### src/sv/ipg_pkg.sv
// ipg_pkg: shared types and constants for the integer partition generator
// request and response word layouts, op codes, sequencer states
// no dependencies
package ipg_pkg;

  localparam int MAX_N_DEF = 32;
  localparam int N_W       = 6;
  localparam int VAL_W     = 6;
  localparam int POS_W     = 5;
  localparam int NUM_W     = 14;

  localparam logic OP_START = 1'b0;
  localparam logic OP_NEXT  = 1'b1;

  typedef struct packed {
    logic           op;
    logic [N_W-1:0] n;
  } req_t;

  typedef struct packed {
    logic [VAL_W-1:0] part_value;
    logic [POS_W-1:0] part_position;
    logic             last_part;
    logic             final_partition;
    logic             exhausted;
    logic [NUM_W-1:0] partition_number;
  } rsp_t;

  typedef enum logic [2:0] {
    ST_IDLE,
    ST_CHECK,
    ST_SPLIT,
    ST_EMIT,
    ST_EXH
  } state_t;

endpackage

### src/sv/ipg_parts_ram.sv
// ipg_parts_ram: parts store, one write and one registered read per cycle
// a write and a read of the same entry in one cycle return the new data
// depends on nothing
module ipg_parts_ram #(
  parameter int DEPTH = 32,
  parameter int AW    = 5,
  parameter int DW    = 6
) (
  input  logic          clk,
  input  logic          we,
  input  logic [AW-1:0] waddr,
  input  logic [DW-1:0] wdata,
  input  logic [AW-1:0] raddr,
  output logic [DW-1:0] rdata
);

  logic [DW-1:0] mem [DEPTH];

  always_ff @(posedge clk) begin
    if (we) begin
      mem[waddr] <= wdata;
    end
  end

  // write-to-read forwarding
  always_ff @(posedge clk) begin
    if (we && (waddr == raddr)) begin
      rdata <= wdata;
    end else begin
      rdata <= mem[raddr];
    end
  end

endmodule

### src/sv/integer_partition_generator.sv
// integer_partition_generator: steps through the partitions of n, largest parts first
// depends on ipg_pkg and ipg_parts_ram
// req (valid/ready): op = start loads n (0 taken as 1, above MAX_N clamped) and yields
//   the partition [n]; op = next advances to the following partition
// rsp (valid/ready): one word per part, largest first; last_part on the final word of a
//   run, final_partition on every word of the all-ones partition; a next after the
//   final partition or before any start gives one exhausted word with part_value 0
// timing: req_ready is high only while the sequencer is idle, one request at a time
//   start: accept cycle, then the single word of [n]
//   next: accept cycle, a read of the head part, for a split a write of each copy of the
//   reduced part and a closing step for the remainder, then one word per part
//   the parts store has a single write port, and the emit walk sends one part per
//   cycle while the response register is free
//   the response word sits in an output register, so the next request is taken
//   while the last word of a run still waits for rsp_ready
// reset: rst clears control state and the generation flag; the parts store needs no
//   clearing pass, entries past the head index are emitted as one whatever they hold
// stall: while rsp_ready is low the run simply pauses; nothing is dropped or repeated
module integer_partition_generator #(
  parameter int MAX_N = ipg_pkg::MAX_N_DEF
) (
  input  logic          clk,
  input  logic          rst,
  input  logic          req_valid,
  output logic          req_ready,
  input  ipg_pkg::req_t req,
  output logic          rsp_valid,
  input  logic          rsp_ready,
  output ipg_pkg::rsp_t rsp
);

  import ipg_pkg::*;

  localparam int IW = (MAX_N > 1) ? $clog2(MAX_N) : 1;  // part index
  localparam int HW = $clog2(MAX_N + 1);                // head index plus one
  localparam int TW = N_W + 1;                          // remainder in split loop
  localparam int SW = N_W + 1;                          // running sum of a run

  // sequencer state
  state_t state, state_next;

  // generation state: hp1 is head index plus one, so zero means no part above one
  logic [HW-1:0]    hp1, hp1_next;
  logic [IW-1:0]    tail, tail_next;
  logic [N_W-1:0]   target, target_next;
  logic [NUM_W-1:0] counter, counter_next;
  logic             active, active_next;
  logic             p0_one, p0_one_next;   // first part equals one

  // split loop working registers
  logic [VAL_W-1:0] r, r_next;
  logic [TW-1:0]    t, t_next;

  // emit walk
  logic [IW-1:0]    idx, idx_next;
  logic [SW-1:0]    sum, sum_next;

  // response register
  logic             rsp_valid_next;
  rsp_t             rsp_next;

  // parts store port
  logic             mem_we;
  logic [IW-1:0]    mem_waddr;
  logic [VAL_W-1:0] mem_wdata;
  logic [IW-1:0]    mem_raddr;
  logic [VAL_W-1:0] mem_rdata;

  // helpers
  logic [N_W-1:0]   n_eff;
  logic [IW-1:0]    head;
  logic [VAL_W-1:0] part;
  logic [SW-1:0]    sum_new;
  logic             run_end;
  logic             rsp_free;

  ipg_parts_ram #(
    .DEPTH (MAX_N),
    .AW    (IW),
    .DW    (VAL_W)
  ) u_parts (
    .clk   (clk),
    .we    (mem_we),
    .waddr (mem_waddr),
    .wdata (mem_wdata),
    .raddr (mem_raddr),
    .rdata (mem_rdata)
  );

  assign req_ready = (state == ST_IDLE);
  assign rsp_free  = !rsp_valid || rsp_ready;

  // clamp n into 1..MAX_N
  always_comb begin
    if (req.n == '0) begin
      n_eff = N_W'(1);
    end else if ((N_W + 1)'(req.n) > (N_W + 1)'(MAX_N)) begin
      n_eff = N_W'(MAX_N);
    end else begin
      n_eff = req.n;
    end
  end

  assign head = IW'(hp1 - HW'(1));

  // parts past the head index are ones by construction
  assign part    = (HW'(idx) >= hp1) ? VAL_W'(1) : mem_rdata;
  assign sum_new = sum + SW'(part);
  assign run_end = (sum_new >= SW'(target)) || (idx == IW'(MAX_N - 1));

  always_comb begin
    state_next     = state;
    hp1_next       = hp1;
    tail_next      = tail;
    target_next    = target;
    counter_next   = counter;
    active_next    = active;
    p0_one_next    = p0_one;
    r_next         = r;
    t_next         = t;
    idx_next       = idx;
    sum_next       = sum;
    rsp_valid_next = rsp_valid && !rsp_ready;
    rsp_next       = rsp;
    mem_we         = 1'b0;
    mem_waddr      = '0;
    mem_wdata      = '0;
    mem_raddr      = idx;

    unique case (state)
      ST_IDLE: begin
        if (req_valid) begin
          if (req.op == OP_START) begin
            // first partition is [n]; everything past index zero reads as one
            mem_we       = 1'b1;
            mem_waddr    = '0;
            mem_wdata    = VAL_W'(n_eff);
            hp1_next     = HW'(1);
            tail_next    = '0;
            target_next  = n_eff;
            counter_next = '0;
            active_next  = 1'b1;
            p0_one_next  = (n_eff == N_W'(1));
            mem_raddr    = '0;
            idx_next     = '0;
            sum_next     = '0;
            state_next   = ST_EMIT;
          end else if (!active || p0_one) begin
            state_next = ST_EXH;
          end else begin
            // fetch the head part
            mem_raddr  = head;
            state_next = ST_CHECK;
          end
        end
      end

      ST_CHECK: begin
        if (mem_rdata < VAL_W'(2)) begin
          state_next = ST_EXH;
        end else if (mem_rdata == VAL_W'(2)) begin
          // head of two becomes one and one, tail grows by one
          mem_we       = 1'b1;
          mem_waddr    = head;
          mem_wdata    = VAL_W'(1);
          if (head == '0) begin
            p0_one_next = 1'b1;
          end
          hp1_next     = hp1 - HW'(1);
          tail_next    = tail + IW'(1);
          counter_next = counter + NUM_W'(1);
          mem_raddr    = '0;
          idx_next     = '0;
          sum_next     = '0;
          state_next   = ST_EMIT;
        end else begin
          mem_we     = 1'b1;
          mem_waddr  = head;
          mem_wdata  = mem_rdata - VAL_W'(1);
          r_next     = mem_rdata - VAL_W'(1);
          t_next     = TW'(tail) + TW'(2) - TW'(hp1);
          state_next = ST_SPLIT;
        end
      end

      ST_SPLIT: begin
        if (t >= TW'(r)) begin
          // one more copy of the reduced part
          mem_we    = 1'b1;
          mem_waddr = IW'(hp1);
          mem_wdata = r;
          hp1_next  = hp1 + HW'(1);
          t_next    = t - TW'(r);
        end else begin
          if (t == '0) begin
            tail_next = IW'(hp1 - HW'(1));
          end else begin
            tail_next = IW'(hp1);
            if (t > TW'(1)) begin
              mem_we    = 1'b1;
              mem_waddr = IW'(hp1);
              mem_wdata = VAL_W'(t);
              hp1_next  = hp1 + HW'(1);
            end
          end
          counter_next = counter + NUM_W'(1);
          mem_raddr    = '0;
          idx_next     = '0;
          sum_next     = '0;
          state_next   = ST_EMIT;
        end
      end

      ST_EMIT: begin
        if (rsp_free) begin
          rsp_valid_next            = 1'b1;
          rsp_next.part_value       = part;
          rsp_next.part_position    = POS_W'(idx);
          rsp_next.last_part        = run_end;
          rsp_next.final_partition  = p0_one;
          rsp_next.exhausted        = 1'b0;
          rsp_next.partition_number = counter;
          sum_next                  = sum_new;
          if (run_end) begin
            state_next = ST_IDLE;
          end else begin
            idx_next  = idx + IW'(1);
            mem_raddr = idx + IW'(1);
          end
        end
      end

      ST_EXH: begin
        if (rsp_free) begin
          rsp_valid_next            = 1'b1;
          rsp_next.part_value       = '0;
          rsp_next.part_position    = '0;
          rsp_next.last_part        = 1'b1;
          rsp_next.final_partition  = 1'b0;
          rsp_next.exhausted        = 1'b1;
          rsp_next.partition_number = counter;
          state_next                = ST_IDLE;
        end
      end

      default: begin
        state_next = ST_IDLE;
      end
    endcase
  end

  always_ff @(posedge clk) begin
    if (rst) begin
      state     <= ST_IDLE;
      hp1       <= '0;
      tail      <= '0;
      target    <= N_W'(1);
      counter   <= '0;
      active    <= 1'b0;
      p0_one    <= 1'b0;
      rsp_valid <= 1'b0;
    end else begin
      state     <= state_next;
      hp1       <= hp1_next;
      tail      <= tail_next;
      target    <= target_next;
      counter   <= counter_next;
      active    <= active_next;
      p0_one    <= p0_one_next;
      rsp_valid <= rsp_valid_next;
    end
  end

  // working and payload registers
  always_ff @(posedge clk) begin
    r   <= r_next;
    t   <= t_next;
    idx <= idx_next;
    sum <= sum_next;
    rsp <= rsp_next;
  end

endmodule

### config.mk
export PLATFORM = sky130hd
export DESIGN_NAME = integer_partition_generator
export DESIGN_NICKNAME = d
export VERILOG_FILES = /design/src/sv/ipg_pkg.sv /design/src/sv/ipg_parts_ram.sv /design/src/sv/integer_partition_generator.sv
export SDC_FILE = /design/constraint.sdc
export NUM_CORES = 1
export LEC_CHECK = 0
export ABC_AREA = 0
export BUFFER_PORTS_ARGS = -buffer_cell sky130_fd_sc_hd__buf_2
export CORE_MARGIN = 4
export CORE_UTILIZATION = 55
export CTS_BUF_LIST = sky130_fd_sc_hd__clkbuf_4
export CTS_CLUSTER_DIAMETER = 80
export DETAILED_ROUTE_END_ITERATION = 12
export PLACE_DENSITY_LB_ADDON = 0.2
export SYNTH_ARGS = -nofsm -noshare
export SYNTH_HDL_FRONTEND = slang
export SYNTH_SLANG_ARGS = --single-unit
### constraint.sdc
create_clock -name clk -period 6.3 [get_ports clk]
set_clock_uncertainty 0.2 [all_clocks]
set_input_delay 0.63 -clock clk [delete_from_list [all_inputs] [get_ports clk]]
set_output_delay 0.63 -clock clk [all_outputs]
set_load 0.05 [all_outputs]
## Word-level counts from Yosys, hierarchy flattened

Memories as Yosys holds them, arrays and structs flattened. A register that Yosys moved wholly into a read port is not among the register bits.
Index checks and enable logic that the tools add are counted.

| operators by class | value |
|---|---|
| add/sub/neg operators | 10 |
| order comparisons | 6 |
| equal/unequal tests | 20 |
| mux-type cells | 88 |
| bitwise gates (word level) | 3 |
| reduce and logical (&&, ||, !) cells | 27 |

Operators with widths:

| cell | count |
|---|---|
| $mux W6 | 17 |
| $mux W5 | 18 |
| $mux W14 | 5 |
| $mux W7 | 9 |
| $mux W28 | 2 |
| $pmux W28 S2 | 1 |
| $pmux W14 S3 | 1 |
| $pmux W5 S4 | 2 |
| $pmux W6 S3 | 2 |
| $pmux W7 S4 | 1 |
| $mux W3 | 8 |
| $ne A2 B2 Y1 const B | 11 |
| $mux W1 | 16 |
| $pmux W3 S5 | 1 |
| $pmux W5 S3 | 1 |
| $add A14 B1 Y14 const B | 1 |
| $ge A7 B6 Y1 | 2 |
| $pmux W7 S2 | 1 |
| $reduce_and A7 Y1 | 2 |
| $reduce_and A3 Y1 | 4 |
| $reduce_and A6 Y1 | 2 |
| $sub A6 B1 Y6 const B | 2 |
| $add A5 B1 Y5 const B | 2 |
| $pmux W5 S2 | 1 |
| other kinds (32) | 42 |

| storage, ports and cells | value |
|---|---|
| bits in registers | 90 |
| RAM bits | 192 |
| input port bits | 11 |
| output and inout bits | 30 |
| logic and storage cells | 173 |
| memories kept | 1 |

Memory list:

| name | depth | bits a word | rd ports | clocked after memory_dff | wr ports | line | text |
|---|---|---|---|---|---|---|---|
| u_parts.mem | 32 | 6 | 1 | 1 | 1 | ipg_parts_ram.sv:17 | `logic [DW-1:0] mem [DEPTH];` |

## Depth between registers and ports, before layout

Gate-level depths: netlist of run 1.

| logic depth | value |
|---|---|
| depth in word-level cells | 8 |
| depth in mapped cells | 26 |
| mapped depth without buffers | 25 |

## Modules after synthesis

Synthesis of run 1 repeated with hierarchy kept, for this count alone.

| second synthesis, totals | value |
|---|---|
| cell total of the unflattened synthesis | 944 |
| area, all modules | 13,290.2 um^2 |

By module, submodules not included:

| module | times used | cells an instance | area each (um^2) | seq. area each (um^2) |
|---|---|---|---|---|
| ipg_parts_ram | 1 | 322 | 7,569.8 | 5,865.6 |
| integer_partition_generator | 1 | 622 | 5,720.5 | 2,332.2 |

## Worst setup path after synthesis of run 1

Ideal clock, no wire load.

| timing path | value |
|---|---|
| kind | register to register |
| from | register (tool-made name) |
| to | register (tool-made name) |
| setup time | 0.122 ns |
| data arrival time | 5.062 ns |
| data required time | 5.978 ns |
| setup slack | 0.917 ns |
| stages on the path, launching flop included | 18 |
| buffers on the path | 2 |
| clock period less this slack | 5.383 ns |
| path through | dfxtp_1 buf_2 buf_2 mux4_2 mux4_2 mux2i_1 o21ai_0 ha_1 fa_1 a21o_1 a21oi_1 xnor2_1 ha_1 a211oi_1 nand3_1 o21ai_0 or3b_1 a221o_1 |

==> summary.txt, run 1 <==
GRT
  – Largest net degree at the start of global routing: 37
  – First-pass GRT wire length: 49,500 um
  – Vias in the first global route: 8,824
  – GRT met1 Usage: 0.333
  – M3 GR Usage: 0.0590
  – Met2 usage: 0.382
  – GR peak layer: met2
  – GRT Total Usage: 0.243
  – Initial antenna violation count: 2
  – GR Overflow Total: 0

Setup path
  – Crit-path cells: mux4_2, mux4_2, mux2i_1, buf_4, o21ai_0, ha_1, fa_1, a21o_1, a21oi_1, nor2_1, a211oi_1, nand3_1, o21ai_0, or3b_1, a221o_1
  – Startpoint types: register
  – Buffers plus inverters on the worst setup path: 1
  – Crit Path Category: register to register
  – CP arrival: 6070 ps
  – Slowest-stage cell, CP: dfxtp_1
  – Crit path max-delay family: compound AO/OA/AOI/OAI gates
  – Worst-path fanout max: 11
  – Crit. End Element: register
  – Worst path max stage delay: 720 ps
  – WP data required: 6670 ps

STA
  – Minimum clock period after layout: 5700 ps
  – Setup TNS: 0 ps
  – Fin. Hold Viols: 0
  – Min Hold Slack: 46.6 ps
  – Setup ws final: 601 ps
  – RSZ-0062 raised after global routing: no
  – Pins Over Slew Limit: 0
  – Fmax: 0.175 GHz
  – Slew margin rel.: 0.149
  – Final Setup Violations: 0
  – Slew @ Worst Pin: 1270 ps
  – Tcrit/Tclk final: 0.905

Route
  – 1st-iter DRT viols: 931
  – Detailed Routing Iterations Pass 1: 8
  – DRT antenna net count: 0
  – Vias/cell: 6.01
  – DRC: 0
  – Via count: 8,822
  – Drt total wl: 31,600 um
  – Average wire per standard cell: 21.5 um

Synthesis
  – Gate count of the mapped netlist: 976
  – XOR/XNOR Fraction of Synth Area: 0.0190
  – Mapped Nets: 1,032
  – Synth cell types: 65
  – Proportion of synthesized area in mux cells: 0.107
  – Post-synthesis simple-gate area fraction: 0.102
  – Sequential-to-total area share from yosys stat: 0.613
  – Top_reg_cell synth: edfxtp_1
  – Seq cells post-synth: 287
  – Synth warn: 0
  – Syn avg cell area: 13.7 um^2
  – Post-Synth Adder-Cell Area: 0.0438
  – Async S/R FF share, synth: 0
  – Complex-gate fraction of the synthesized area: 0.0870
  – Post-synth EDFFs: 245
  – Mapped cell area: 13,400 um^2
  – Largest family of logic cells by synthesized area: multiplexers

Clock network
  – CTS H-tree depth: 3
  – Maximum root-to-sink buffer count: 3
  – CTS resizes: 0
  – # clock sinks: 287
  – Num CTS Buffers: 75
  – CTS tree: yes
  – CTS root buffer: clkbuf_4
  – Worst-Skew Late Latency: 720 ps
  – Reg clk slew, reported paths: 70 ps

Floorplan
  – Die width: 164 um
  – Core area: 23,700 um^2
  – Full die area: 26,900 um^2
  – I/O Pins: 41
  – Cell Rows: 56
  – Initial Utilization: 0.564
  – Die H: 164 um

Cells and area
  – Multi-input combinational cell area: 4820 um^2
  – Area Growth Syn to Fin: 12.6%
  – Share of post-route cells with drive strength above 1: 0.227
  – Register Area: 8200 um^2
  – Fillers: 1,829
  – Most frequent cells in the layout: edfxtp_1 (245), clkbuf_4 (102), nor2_1 (79)
  – Fin nets: 1,149
  – Commonest non-fill, non-tap cell in the layout: edfxtp_1

Placed design
  – Routability cong.: 0.903
  – HPWL Detailed: 21,700 um
  – Pre-CTS setup slack: 677 ps
  – I/O Buffers: 40

Power
  – Power Density: 574 nW/um^2
  – Leakage: 5.47 nW
  – Max IR drop VDD: 0.252 mV

Job
  – Max-Cap Viols: 0

Hold path
  – Worst min path class: input port to register

Status
  – Status: finished, final reports clean
[worst register-to-register path, delay by kind of cell (launching register included)]
kind / cells / cell delay [ps]
simple gates: 3 / 730
fa+ha+maj: 2 / 660
flops: 1 / 720
buf+inv: 1 / 190
compound gates: 6 / 1780
mux: 3 / 1300
[flip-flops by register name, indices dropped and copies added (netlist names), named ones only]
| register | count |
|---|---|
| u_parts.mem | 192 |
| rsp | 28 |
| counter | 14 |
| sum | 7 |
| t | 7 |
| hp1 | 6 |
| r | 6 |
| target | 6 |
| idx | 5 |
| tail | 5 |
| state | 3 |
| active | 1 |
| p0_one | 1 |
| rsp_valid | 1 |
[per-layer routing]
| layer | up-vias | wire length, um | part of all wire |
|---|---|---|---|
| met4 | 2 | 903 | 0.029 |
| met5 | - | 13 | 0.00041 |
| li1 | 4034 | - | - |
| met2 | 391 | 15000 | 0.47 |
| met3 | 66 | 2580 | 0.082 |
| met1 | 4329 | 13100 | 0.42 |
[cell type report]
| cell class | instances | area share |
|---|---|---|
| Antenna cell | 1 | 0.000166 |
| Clock buffer | 102 | 0.0509 |
| Inverter | 44 | 0.0110 |
| Multi-Input combinational cell | 603 | 0.321 |
| Sequential cell | 287 | 0.545 |
| Clock inverter | 30 | 0.0114 |
| Timing Repair Buffer | 82 | 0.0344 |
| Tap cell | 319 | 0.0265 |
[cell families (layout without fill, tap and decap cells)]
family	after synthesis	in the layout
fa+ha+maj	45	45
xor+xnor	29	29
other cells	0	1
simple gates	279	279
flops	287	287
compound gates	171	171
buf+inv	86	258
mux	79	79
[cell usage after synthesis (8+ instances only)]
cell        n  share of area
nand2_1    58          0.016
nor2b_1    14         0.0066
xnor2_1    24          0.016
nor3_1     30          0.011
buf_2      11         0.0041
mux4_2     50          0.084
buf_1       8         0.0022
o21ai_0    29          0.011
a21o_1      9         0.0051
ha_1       42          0.039
nand4_1    10         0.0047
and3_1     17         0.0080
and2_1     15         0.0070
nor4_1      9         0.0042
a211oi_1   13         0.0073
clkbuf_1   20         0.0056
edfxtp_1  245           0.55
inv_1      42          0.012
nand2b_1   13         0.0061
nand3_1    20         0.0075
nor2_1     79          0.022
mux2i_1    26          0.019
a21oi_1    54          0.020
dfxtp_1    42          0.063
[metrics by stage]
step	util	area [um^2]	power [mW]	std cells
2_1_floorplan	-	13400	5.82	976
3_3_place_gp	0.595	14100	7.00	1334
3_5_place_dp	0.595	14100	7.07	1334
4_1_cts	0.635	15000	8.67	1467
5_1_grt	0.635	15000	9.22	1468
6_report	0.635	15000	8.65	1468
[path summary, 6_finish.rpt]
path | from | end | slack, ps | depth (start not counted)
hold / removal | req[5] | target[5]$_SDFFE_PP0P_ | 50 | 3
hold reg to reg | target[5]$_SDFFE_PP0P_ | target[5]$_SDFFE_PP0P_ | 260 | 2
setup / recovery | register | register | 600 | 15
setup reg to reg | register | register | 600 | 15
[power by group]
part	internal [mW]	switching, mW
sequential	2.79	0.279
combinational	1.46	2.54
clock	0.806	0.774
[what timing repair did]
action,in CTS,in global routing
hold endpoints to repair,1,0
hold buffers,1,0
setup buffers,0,0
Power figures use the tool's default switching activity.
==> run 2, diff against run 1 <==
- CORE_UTILIZATION: 55 -> 50
- REMOVE_ABC_BUFFERS: default -> 1
==> run 2 against run 1 <==
Compared with the run above:
- clock power hardly changed
- register-to-register slack better by 50 ps
- critical path depth is 1 higher
- maximum frequency is 0.96% higher
- first-iteration DRC count is 26% lower
- clock-buffer cell count stayed put
- sequential cell count stayed put
- core utilization is 5.9 points lower
- sequential share of layout area is 0.23 points lower
- non-clock buffer count stayed put
- routed wire length is 3.0% lower
- global-route usage is 2.8 points lower
==> summary.txt, run 2 (synthesis results as in run 1) <==
STA
  – Fmax: 0.177 GHz
  – Slew @ Worst Pin: 1260 ps
  – Setup TNS: 0 ps
  – Fin. Hold Viols: 0
  – Min Hold Slack: 29.5 ps
  – Slew margin rel.: 0.162
  – Final Setup Violations: 0
  – Pins Over Slew Limit: 0
  – RSZ-0062 raised after global routing: no
  – Minimum clock period after layout: 5650 ps
  – Tcrit/Tclk final: 0.896

Power
  – Sw Pwr: 3.52 mW
  – Total power: 8.64 mW
  – Seq pwr share: 0.351
  – Combinational share of power: 0.463
  – Clock power share: 0.186
  – Max IR drop VDD: 0.240 mV
  – Power Density: 572 nW/um^2
  – Cell internal pwr: 5.12 mW
  – Leakage: 5.50 nW
  – Sw frac: 0.407

Route
  – Via count: 8,609
  – Drt total wl: 30,700 um
  – DRC: 0
  – Detailed Routing Iterations Pass 1: 5
  – Average wire per standard cell: 20.5 um
  – 1st-iter DRT viols: 686
  – Vias/cell: 5.77
  – DRT antenna net count: 0

Cells and area
  – Finished Core Util: 0.577
  – Share of post-route cells with drive strength above 1: 0.229
  – Max reg flops: 192
  – Largest Register: u_parts.mem
  – Commonest non-fill, non-tap cell in the layout: edfxtp_1
  – Most frequent cells in the layout: edfxtp_1 (245), clkbuf_4 (102), nor2_1 (79)
  – Top Registers: u_parts.mem (192), rsp (28), counter (14)
  – Fin nets: 1,150
  – Area Growth Syn to Fin: 13.1%
  – Fillers: 2,128
  – Fin cells: 1,492

Placed design
  – HPWL Detailed: 20,900 um
  – I/O Buffers: 40
  – Placed cell count: 1,351
  – Routability cong.: 0.951

Floorplan
  – Initial Utilization: 0.510
  – Full die area: 29,400 um^2
  – Die width: 171 um
  – Core area: 26,200 um^2
  – Cell Rows: 59
  – I/O Pins: 41
  – Die H: 171 um

Job
  – Max-Cap Viols: 0

Setup path
  – Crit. End Element: register
  – Crit path max-delay family: compound AO/OA/AOI/OAI gates
  – Buffers plus inverters on the worst setup path: 1
  – Crit-path cells: mux4_2, mux4_2, mux2i_1, buf_4, o21ai_0, ha_1, fa_1, a21o_1, a21oi_1, xnor2_1, ha_1, a211oi_1, nand3_1, o21ai_0, or3b_1, a211o_1
  – Slowest-stage cell, CP: dfxtp_1
  – Worst path max stage delay: 710 ps
  – Crit Path Category: register to register
  – WP data required: 6640 ps
  – FF-to-FF path depth: 16
  – Startpoint types: register
  – Worst-path fanout max: 10
  – Critical path depth in cells: 16
  – CP arrival: 5980 ps
  – Flop2flop setup slack: 650 ps

Clock network
  – # clock sinks: 287
  – CTS resizes: 0
  – Reg clk slew, reported paths: 70 ps
  – CTS root buffer: clkbuf_4
  – CTS H-tree depth: 3
  – CTS Hold Bufs: 0
  – Postcts setup bufs: 0
  – Worst-Skew Late Latency: 690 ps
  – Maximum root-to-sink buffer count: 3
  – Num CTS Buffers: 76
  – CTS tree: yes

Hold path
  – Worst min path class: input port to register

GRT
  – Largest net degree at the start of global routing: 37
  – GR Overflow Total: 0
  – GRT Total Usage: 0.214
  – Initial antenna violation count: 1
  – First-pass GRT wire length: 48,400 um
  – Vias in the first global route: 8,653

Status
  – Status: finished, final reports clean
-- run 2: cell count changes in the layout (fill, tap and decap cells not counted), sizes merged --
cell	change
dlygate4sd3	-1
clkinv	+9
diode	+1
bufinv	+1
inv	-3
buf	+1
-- run 2: worst min-delay path by stage --
stage / from / depth (start not counted) / slack [ps] / to
after floorplan: counter[13]$_SDFFE_PP0P_ / 0 / 230 / rsp[13]$_DFFE_PP_
after global placement: target[5]$_SDFFE_PP0P_ / 2 / 240 / target[5]$_SDFFE_PP0P_
after detailed placement: target[5]$_SDFFE_PP0P_ / 2 / 250 / target[5]$_SDFFE_PP0P_
after CTS: req[3] / 3 / 3 / target[3]$_SDFFE_PP0P_
after global routing: req[3] / 3 / 40 / target[3]$_SDFFE_PP0P_
final: req[3] / 3 / 30 / target[3]$_SDFFE_PP0P_
-- run 2: worst min-delay path, delay by kind of cell --
kind | cells | cell delay (ps)
compound gates | 1 | 70
buf+inv | 1 | 110
simple gates | 1 | 70
-- run 2: power by group through the flow --
stage	registers (mW)	clock network, mW	logic [mW]
finish	3.04	1.61	4.00
global route	3.08	1.76	4.40
CTS	3.04	1.65	3.99
detailed placement	3.08	0	3.96
global placement	3.07	0	3.92
floorplan	3.25	0	2.52
-- run 2: area by class of cell --
class	count	area, um^2	area share
flip-flops and latches	287	8200	0.543
multi-input cells	603	4820	0.319
clock buffers	102	766	0.0507
repair buffers	82	528	0.0349
well taps	335	419	0.0277
clock inverters	37	204	0.0135
inverters	44	165	0.0109
diodes	2	5.00	0.000331
-- run 2: stage by stage --
step | area, um^2 | worst slack (ps)
after floorplan | 13200 | -195
after global placement | 14100 | 859
after detailed placement | 14100 | 762
after CTS | 15100 | 702
after global routing | 15100 | 220
final | 15100 | 655
-- run 2: layer usage --
metal	wire length, um	track usage	vias up
li1	-	-	4066
met1	13000	0.292	4218
met2	15100	0.346	277
met3	1980	0.0501	48
met4	607	0.0689	0
met5	0	0	-
==> run 3, diff against run 2 <==
- CORE_UTILIZATION: 50 -> 60
- SKIP_LAST_GASP: default -> 1
- clock period: 6.3 -> 6.9 ns (I/O delays scaled with it)
==> run 3 against run 2 <==
Compared with the run above:
- global-route usage is 3.8 points higher
- via count is 2.4% higher
- sequential power is 7.6% lower
- die area is 16% lower
- core utilization is 11 points higher
- hold slack better by 83 ps
- first-iteration DRC count is 15% higher
- sequential cell count stayed put
- maximum frequency is 4.0% lower
==> summary.txt, run 3 (synthesis results as in run 1) <==
Status
  – Status: finished, final reports clean

Power
  – Total power: 7.88 mW
  – Power Density: 528 nW/um^2
  – Max IR drop VDD: 0.226 mV
  – Leakage: 5.44 nW

Cells and area
  – Max reg flops: 192
  – Fin cells: 1,423
  – Area Growth Syn to Fin: 11.8%
  – Post-route cell area: 14,900 um^2
  – Share of post-route cells with drive strength above 1: 0.225
  – Largest Register: u_parts.mem
  – Fillers: 1,577
  – Finished Core Util: 0.682
  – Top Registers: u_parts.mem (192), rsp (28), counter (14)
  – Commonest non-fill, non-tap cell in the layout: edfxtp_1
  – Most frequent cells in the layout: edfxtp_1 (245), clkbuf_4 (106), nor2_1 (79)
  – Fin nets: 1,141

GRT
  – GR Overflow Total: 0
  – Largest net degree at the start of global routing: 37
  – Vias in the first global route: 8,683
  – First-pass GRT wire length: 48,100 um
  – GRT Total Usage: 0.252
  – Initial antenna violation count: 1

STA
  – Slew margin rel.: 0.133
  – Min Hold Slack: 112 ps
  – Fin. Hold Viols: 0
  – Tcrit/Tclk final: 0.852
  – RSZ-0062 raised after global routing: no
  – Minimum clock period after layout: 5880 ps
  – Fmax: 0.170 GHz
  – Pins Over Slew Limit: 0
  – Final Setup Violations: 0
  – Setup ws final: 1020 ps
  – Slew @ Worst Pin: 1290 ps
  – Setup TNS: 0 ps

Placed design
  – Pre-CTS setup slack: 1120 ps
  – Dpl cell area: 14,000 um^2
  – Routability cong.: 0.902
  – Placed cell count: 1,287
  – HPWL Detailed: 20,800 um
  – I/O Buffers: 40

Setup path
  – Worst-path fanout max: 13
  – Worst path max stage delay: 780 ps
  – Startpoint types: register
  – CP arrival: 6240 ps
  – Crit Path Category: register to register
  – Slowest-stage cell, CP: dfxtp_1
  – Crit-path cells: mux4_2, mux4_2, mux2i_1, o21ai_0, ha_1, fa_1, a21o_1, a21oi_1, xnor2_1, ha_1, a211oi_1, nand3_1, o21ai_0, or3b_1, a211o_1
  – Buffers plus inverters on the worst setup path: 0
  – WP data required: 7260 ps
  – Crit. End Element: register
  – Crit path max-delay family: compound AO/OA/AOI/OAI gates

Route
  – Detailed Routing Iterations Pass 1: 5
  – Vias/cell: 6.20
  – 1st-iter DRT viols: 790
  – Drt total wl: 30,400 um
  – DRT antenna net count: 0
  – Via count: 8,816
  – Average wire per standard cell: 21.4 um
  – DRC: 0

Floorplan
  – Die width: 157 um
  – I/O Pins: 41
  – Cell Rows: 54
  – Full die area: 24,700 um^2
  – Initial Utilization: 0.610
  – Core area: 21,900 um^2
  – Die H: 157 um

Clock network
  – Worst-Skew Late Latency: 710 ps
  – CTS Hold Bufs: 0
  – CTS H-tree depth: 3
  – Reg clk slew, reported paths: 60 ps
  – # clock sinks: 287
  – CTS root buffer: clkbuf_4
  – CTS resizes: 0
  – CTS tree: yes
  – Num CTS Buffers: 76
  – Postcts setup bufs: 0
  – Maximum root-to-sink buffer count: 3

Hold path
  – Worst min path class: input port to register

Job
  – Max-Cap Viols: 0
-- run 3: routing by layer --
| layer | global-route usage | vias up | share of wire |
|---|---|---|---|
| met5 | 0 | - | 0 |
| met4 | 0.0955 | 0 | 0.025 |
| met3 | 0.0550 | 69 | 0.078 |
| met2 | 0.410 | 419 | 0.49 |
| met1 | 0.338 | 4290 | 0.41 |
| li1 | - | 4038 | - |
-- run 3: cell type report --
type / instances / area (um^2) / share of cell area
timing repair buffer: 73 / 448 / 0.0300
tap: 280 / 350 / 0.0235
clock buffer: 106 / 796 / 0.0533
multi-input combinational: 603 / 4820 / 0.323
inverter: 44 / 165 / 0.0111
clock inverter: 29 / 150 / 0.0101
antenna: 1 / 2.50 / 0.000168
sequential: 287 / 8200 / 0.549
-- run 3: final timing paths --
path,end,from,slack [ps],cells after the start
max reg2reg,register,register,1020,15
min,target[3]$_SDFFE_PP0P_,req[3],110,3
max,register,register,1020,15
min reg2reg,target[1]$_SDFFE_PP0P_,target[1]$_SDFFE_PP0P_,260,2
-- run 3: worst min-delay path, stage by stage --
cell and delay, ps:
buf_2 120, a22oi_1 70, nor2_1 80
-- run 3: report_power, final --
part | switching, mW | leakage [nW] | internal [mW]
Combinational | 2.29 | 2.27 | 1.35
Sequential | 0.255 | 2.61 | 2.55
Clock | 0.687 | 0.555 | 0.751
